### src/rtl/core/particle_pool_allocator_top_defines.svh
// Assertion macros shared by the particle pool allocator RTL.
`ifndef PARTICLE_POOL_ALLOCATOR_TOP_DEFINES_SVH
`define PARTICLE_POOL_ALLOCATOR_TOP_DEFINES_SVH

// Same-cycle implication, disabled while reset is asserted.
`define PPA_ASSERT_IMPL(lbl, clk, rstn, ante, cons, msg) \
  lbl: assert property (@(posedge clk) disable iff (!rstn) (ante) |-> (cons)) \
    else $error(msg);

// Next-cycle implication, disabled while reset is asserted.
`define PPA_ASSERT_NEXT(lbl, clk, rstn, ante, cons, msg) \
  lbl: assert property (@(posedge clk) disable iff (!rstn) (ante) |=> (cons)) \
    else $error(msg);

`endif

### src/rtl/core/ppa_pkg.sv
// Types and constants shared by the particle pool allocator modules.
package ppa_pkg;

  localparam int unsigned SLOT_W  = 8;
  localparam int unsigned COUNT_W = 9;

  // Operation codes carried in the op field of an input word.
  typedef enum logic [1:0] {
    OP_SPAWN     = 2'd0,
    OP_KILL      = 2'd1,
    OP_RESET_ALL = 2'd2
  } ppa_op_e;

  typedef struct packed {
    logic [1:0]        op;
    logic [SLOT_W-1:0] slot_index;
  } ppa_in_t;

  typedef struct packed {
    logic [SLOT_W-1:0]  granted_slot;
    logic               evicted;
    logic               error;
    logic [COUNT_W-1:0] active_count;
  } ppa_out_t;

  // Controller states.
  typedef enum logic [3:0] {
    ST_INIT,
    ST_IDLE,
    ST_SP_LINK,
    ST_EV_CUT,
    ST_EV_LINK,
    ST_KL_CHK,
    ST_KL_FREE,
    ST_RA_READ,
    ST_RA_FREE,
    ST_HOLD
  } ppa_state_e;

  // Datapath steps issued by the controller.
  typedef enum logic [3:0] {
    CMD_NONE,
    CMD_INIT,
    CMD_SP_POP,
    CMD_EV_READ,
    CMD_KL_READ,
    CMD_KL_BAD,
    CMD_ACC_NOP,
    CMD_SP_LINK,
    CMD_EV_CUT,
    CMD_EV_LINK,
    CMD_KL_CHK,
    CMD_KL_FREE,
    CMD_RA_READ,
    CMD_RA_FREE
  } ppa_cmd_e;

  typedef struct packed {
    ppa_cmd_e step;
    logic     load_out;
  } ppa_cmd_t;

  typedef struct packed {
    logic [1:0] op;
    logic       free_empty;
    logic       tail_nil;
    logic       head_nil;
    logic       idx_ok;
    logic       prev_nil;
    logic       slot_active;
    logic       init_last;
    logic       out_free;
  } ppa_status_t;

endpackage

### src/rtl/core/ppa_ctrl.sv
// Controller state machine that sequences the pool allocator datapath.
`include "particle_pool_allocator_top_defines.svh"

module ppa_ctrl
  import ppa_pkg::*;
(
  input  logic        clk_i,
  input  logic        rst_ni,
  input  logic        in_valid_i,
  output logic        in_ready_o,
  input  ppa_status_t status_i,
  output ppa_cmd_t    cmd_o
);

  ppa_state_e state_q, state_d;
  logic       finish;

  // Hold the state register
  always_ff @(posedge clk_i or negedge rst_ni) begin
    if (!rst_ni) begin
      state_q <= ST_INIT;
    end else begin
      state_q <= state_d;
    end
  end

  // Pick the next state and the datapath step
  always_comb begin
    state_d    = state_q;
    cmd_o      = '{step: CMD_NONE, load_out: 1'b0};
    in_ready_o = 1'b0;
    finish     = 1'b0;

    case (state_q)
      ST_INIT: begin
        cmd_o.step = CMD_INIT;
        if (status_i.init_last) begin
          state_d = ST_IDLE;
        end
      end
      ST_IDLE: begin
        in_ready_o = 1'b1;
        if (in_valid_i) begin
          case (status_i.op)
            OP_SPAWN: begin
              if (!status_i.free_empty) begin
                cmd_o.step = CMD_SP_POP;
                state_d    = ST_SP_LINK;
              end else if (!status_i.tail_nil) begin
                cmd_o.step = CMD_EV_READ;
                state_d    = ST_EV_CUT;
              end else begin
                cmd_o.step = CMD_ACC_NOP;
                finish     = 1'b1;
              end
            end
            OP_KILL: begin
              if (status_i.idx_ok) begin
                cmd_o.step = CMD_KL_READ;
                state_d    = ST_KL_CHK;
              end else begin
                cmd_o.step = CMD_KL_BAD;
                finish     = 1'b1;
              end
            end
            OP_RESET_ALL: begin
              cmd_o.step = CMD_ACC_NOP;
              state_d    = ST_RA_READ;
            end
            default: begin
              cmd_o.step = CMD_ACC_NOP;
              finish     = 1'b1;
            end
          endcase
        end
      end
      ST_SP_LINK: begin
        cmd_o.step = CMD_SP_LINK;
        finish     = 1'b1;
      end
      ST_EV_CUT: begin
        cmd_o.step = CMD_EV_CUT;
        if (status_i.prev_nil) begin
          finish = 1'b1;
        end else begin
          state_d = ST_EV_LINK;
        end
      end
      ST_EV_LINK: begin
        cmd_o.step = CMD_EV_LINK;
        finish     = 1'b1;
      end
      ST_KL_CHK: begin
        cmd_o.step = CMD_KL_CHK;
        if (!status_i.slot_active) begin
          finish = 1'b1;
        end else begin
          state_d = ST_KL_FREE;
        end
      end
      ST_KL_FREE: begin
        cmd_o.step = CMD_KL_FREE;
        finish     = 1'b1;
      end
      ST_RA_READ: begin
        cmd_o.step = CMD_RA_READ;
        if (status_i.head_nil) begin
          finish = 1'b1;
        end else begin
          state_d = ST_RA_FREE;
        end
      end
      ST_RA_FREE: begin
        cmd_o.step = CMD_RA_FREE;
        state_d    = ST_RA_READ;
      end
      ST_HOLD: begin
        finish = 1'b1;
      end
      default: begin
        state_d = ST_IDLE;
      end
    endcase

    // Hand the result word to the output register, or wait for it to drain
    if (finish) begin
      if (status_i.out_free) begin
        cmd_o.load_out = 1'b1;
        state_d        = ST_IDLE;
      end else begin
        state_d = ST_HOLD;
      end
    end
  end

  `PPA_ASSERT_IMPL(a_load_only_when_free, clk_i, rst_ni, cmd_o.load_out, status_i.out_free, "result loaded into a busy output register")

endmodule

### config.mk
export PLATFORM = sky130hd
export DESIGN_NAME = ppa_ctrl
export DESIGN_NICKNAME = d
export VERILOG_FILES = /design/src/rtl/core/ppa_pkg.sv /design/src/rtl/core/ppa_ctrl.sv
export VERILOG_INCLUDE_DIRS = /design/src /design/src/rtl/core
export SDC_FILE = /design/constraint.sdc
export NUM_CORES = 1
export LEC_CHECK = 0
export BUFFER_PORTS_ARGS = -buffer_cell sky130_fd_sc_hd__clkbuf_2
export CORE_MARGIN = 2
export CORE_UTILIZATION = 33
export CTS_CLUSTER_SIZE = 25
export DETAILED_ROUTE_END_ITERATION = 10
export GPL_TIMING_DRIVEN = 0
export SLEW_MARGIN = 0
export SYNTH_ARGS = -nofsm -noshare
export SYNTH_HDL_FRONTEND = slang
export SYNTH_SLANG_ARGS = --single-unit
### constraint.sdc
create_clock -name clk_i -period 1.7 [get_ports clk_i]
set_clock_uncertainty 0.1 [all_clocks]
set_input_delay 0.34 -clock clk_i [delete_from_list [all_inputs] [get_ports clk_i]]
set_output_delay 0.34 -clock clk_i [all_outputs]
set_load 0.02 [all_outputs]
# [After elaboration in Yosys (flattened, before gate mapping)]
# Cells that the tools add are included.
[op_classes] add_sub_neg=0 mul=0 n_div=0 order_cmp=0 n_eq_ne=20 n_shift=0 mux=30 bitwise_logic=0 reduce_logical=4
[op_table] cell="$mux W4" count=11
[op_table] cell="$pmux W4 S9" count=1
[op_table] cell="$pmux W4 S7" count=1
[op_table] cell="$eq A4 B3 Y1 const B" count=4
[op_table] cell="$ne A3 B3 Y1 const B" count=5
[op_table] cell="$pmux W4 S3" count=1
[op_table] cell="$mux W1" count=11
[op_table] cell="$reduce_and A9 Y1" count=1
[op_table] cell="$eq A4 B2 Y1 const B" count=2
[op_table] cell="$eq A4 B4 Y1 const B" count=2
[op_table] cell="$pmux W4 S2" count=1
[op_table] cell="$mux W3" count=2
[op_table] cell="$ne A5 B3 Y1 const B" count=1
[op_table] cell="$ne A5 B5 Y1 const B" count=1
[op_table] cell="$pmux W1 S5" count=1
[op_table] cell="$eq A4 B1 Y1 const B" count=1
[op_table] cell="$logic_not A4 Y1" count=1
[op_table] cell="$ne A4 B4 Y1 const B" count=1
[op_table] cell="$reduce_or A4 Y1" count=1
[op_table] cell="$pmux W1 S3" count=1
[op_table] cell="$eq A2 B1 Y1 const B" count=1
[op_table] cell="$eq A2 B2 Y1 const B" count=1
[op_table] cell="$logic_not A2 Y1" count=1
[op_table] cell="$ne A2 B1 Y1 const B" count=1
[totals] reg_bits=4 latch_bits=0 ram_bits=0 rom_bits=0 input_bits=13 out_inout_bits=6 elab_cells=55 memories=0

# [Logic depth before layout (Yosys ltp)]
[logic_depth] depth_word=7 ltp_mapped=6 mapped_depth_nobuf=6

# [Least setup slack after synthesis]
# OpenSTA, ideal clock, no wires.
[synth_path] path_type="input to output" start="input status_i[9] (netlist bit)" end="output cmd_o[0] (netlist bit)" arrival_ns=1.453 required_ns=1.260 setup_slack_ns=-0.193 cell_stages=6 path_buffers=0 cell_sequence="inv_1 -> ha_1 -> nand3_1 -> a311oi_1 -> a311oi_1 -> nor2b_1"
[synth_lines] item="start: declaration" line_no="ppa_ctrl.sv:11" text="input ppa_status_t status_i,"
[synth_lines] item="end: declaration" line_no="ppa_ctrl.sv:12" text="output ppa_cmd_t cmd_o"

==> metrics.txt <==
status finished, violations left; violated checks negative setup slack; IO Port Bufs 18; most frequent cell after synthesis inv_1; share of post-route cells with drive strength above 1 48.6%; placed instance count 122; Worst-path clk slew 0.04 ns; Seq pwr share 12.4%; met3 wire len 90 microns; worst-skew pair later-pin latency 0.25 ns; Worst IR Drop VDD 0.895 mV; post-synthesis sequential area ratio about 17%; crit path kind flop to output pin; CP Capture Type output pin; most common flop cell mapped by yosys dfrtp_1; f_max a little under 500 MHz; critical-path cell list nand4bb_1 -> a311oi_2 -> a311oi_2 -> nor2b_2 -> clkbuf_8; post-route insts no fill around 140; Yosys Warn Count 0; Synth Instances 79; uppermost layer routed met4; switching part of the total power around 44%; post-synthesis cell area 589 sq um; number of enable flip-flop cells after synthesis 0; Remaining DRCs 0; Final Cycle Share 122%; register area 103 sq um; Total Power 1.52 mW; RSZ-0062 raised after global routing true; largest net degree at the start of global routing 11; wire per inst 13.0 microns; biggest regs state_q (4); initial antenna violation count 0; crit path time final just over 2 ns; Clk pwr share under 10%; CTS root buf clkbuf_4; Synth area leaders dfrtp_1 (17%), ha_1 (11%), inv_1 (5.1%); Crit path largest cell delay ~0.45 ns; leakage power 0.429 nW; I/O Pins 19; WP data required 1.26 ns; Post-synth top cells inv_1 (8), ha_1 (5), nor2_1 (5), o21ai_0 (5); Vias/cell about 5.3; PwrDens 1550 nW/um^2; Reg with most FFs state_q; Initial Util between 30% and 40%; Crit-path slowest cell dfrtp_2; CP Max Fanout 8; first-pass GRT wire length 2.87 mm; Combinational Power Share 78.9%; Data arrival, critical path between 1.5 and 2 ns; CTS tree yes; via count 726; Synth top area share 17.0%; Syn Area/Cell roughly 7.5 sq um; Async SR Flop Fraction 100%; crit start category flop; number of global-route vias before repair around 710; Synth Register Bits 4; NumNets Final 131; Slew Limit Fails 0; GR Overflow Total 0; Sink Count 4; fin worst setup slack -0.372 ns; Max Root-Sink Buffers 2; DIE HEIGHT 46.3 microns; Buf/Inv on CP 1; Post-Route WL 1.77 mm; Net Sw Power 670 uW; gpl congestion 0.849; CP dominant cell by count a311oi_2; ANT nets after route 0; DR pass1 iterations 4; Total Routing Usage GR between 10% and 20%; Die X about 46 microns; Power Internal 848 uW; area of the multi-input gates 519 sq um; Die ar. 2140 sq um; CTS buffer count 3; Syn-to-layout area delta 66.2%; final setup fails 6; measured slew at the worst slew-check pin 0.310 ns; maxcap violations 0; syn nets 97; CORE AREA between 1500 and 2000 sq um; met2 WL 888 microns; synth unique cells 38; number of flip-flops in the largest register 4; met1 WL 736 microns; initial DRC count 41; std cell rows 15; Largest delay share family, worst path flip-flops; htree depth 1; largest area contributor in the netlist dfrtp_1; Final Util a little under three fifths; antenna cells 0; Hold Vio Cnt, Final 0; dpl hpwl between 1 and 1.5 mm; Slew Limit Headroom between 70 and 80%; Fillers 145; Hold Crit Class primary input to flop
==> placed cells by master (no fill, tap or decap), types with 3 or more instances in the layout <==
| cell type | instances |
|---|---|
| buf_6 | 4 |
| a21oi_1 | 3 |
| o21ai_1 | 3 |
| buf_4 | 12 |
| clkbuf_2 | 12 |
| o21ai_0 | 3 |
| nand2_1 | 3 |
| clkbuf_4 | 3 |
| nor2_1 | 4 |
| ha_1 | 3 |
| inv_1 | 7 |
==> power groups by stage <==
stage	logic (mW)	clock network, mW	registers [mW]
floorplan	0.613	0	0.156
global placement	0.812	0	0.165
detailed placement	0.820	0	0.164
CTS	1.14	0.120	0.168
global route	1.29	0.135	0.198
finish	1.20	0.131	0.189
==> routing by layer <==
metal	vias to the layer above	track usage (%)
met5	-	0
met4	0	9.71
met3	7	2.75
met2	30	31.7
met1	331	22.5
li1	358	-
==> cells by family after synthesis <==
group | count (synthesis) | synth area share, %
AND/OR/NAND/NOR | 31 | 32.1
AO/OA/AOI/OAI | 26 | 29.7
buffers and inverters | 13 | 10.6
adder cells (fa/ha/maj) | 5 | 10.6
flip-flops | 4 | 17.0
==> final timing paths <==
check | depth (start not counted) | slack [ns] | to | startpoint
min | 2 | 0.28 | state_q[3] | status_i[0]
max | 5 | -0.37 | cmd_o[0] | state_q[1]
max in group asynchronous | 2 | 1.04 | state_q[3] | rst_ni
max reg2reg | 5 | 0.05 | state_q[2] | state_q[1]
min in group asynchronous | 2 | 0.32 | state_q[2] | rst_ni
min reg2reg | 2 | 0.59 | state_q[0] | state_q[3]
==> worst register-to-register path: cells and delay by family (launching register included) <==
| family | cells | cell delay (ns) |
|---|---|---|
| flip-flops | 1 | 0.45 |
| AND/OR/NAND/NOR | 2 | 0.42 |
| AO/OA/AOI/OAI | 2 | 0.40 |
| buffers and inverters | 1 | 0.18 |
==> timing repair <==
action | 4_1_cts | 5_1_grt
buffers inserted | 9 | 2
hold endpoints to repair | 4 | 0
pin swaps | 4 | 5
endpoints found under the setup margin | 8 | 8
hold buffers | 1 | 0
resized for setup | 24 | 14
cloned | 0 | 0
==> through the flow <==
stage                     hold slack (ns)  setup slack (ns)  area, sq um  TNS [ns]
after global routing                0.290            -0.437          980     -1.88
after detailed placement           0.0470            -0.536          723     -1.72
after global placement             0.0467            -0.499          723     -1.64
after floorplan                   -0.0556            -0.110          602    -0.110
after CTS                           0.286            -0.375          923     -1.48
final                               0.282            -0.372          980     -1.49
==> area by class of cell <==
| class | count | share of cell area [%] |
|---|---|---|
| flip-flops and latches | 4 | 10.5 |
| multi-input cells | 62 | 53.0 |
| plain buffers | 3 | 3.45 |
| clock buffers | 3 | 2.30 |
| inverters | 9 | 3.70 |
| well taps | 25 | 3.19 |
| repair buffers | 30 | 23.9 |
Power figures use the tool's default switching activity.
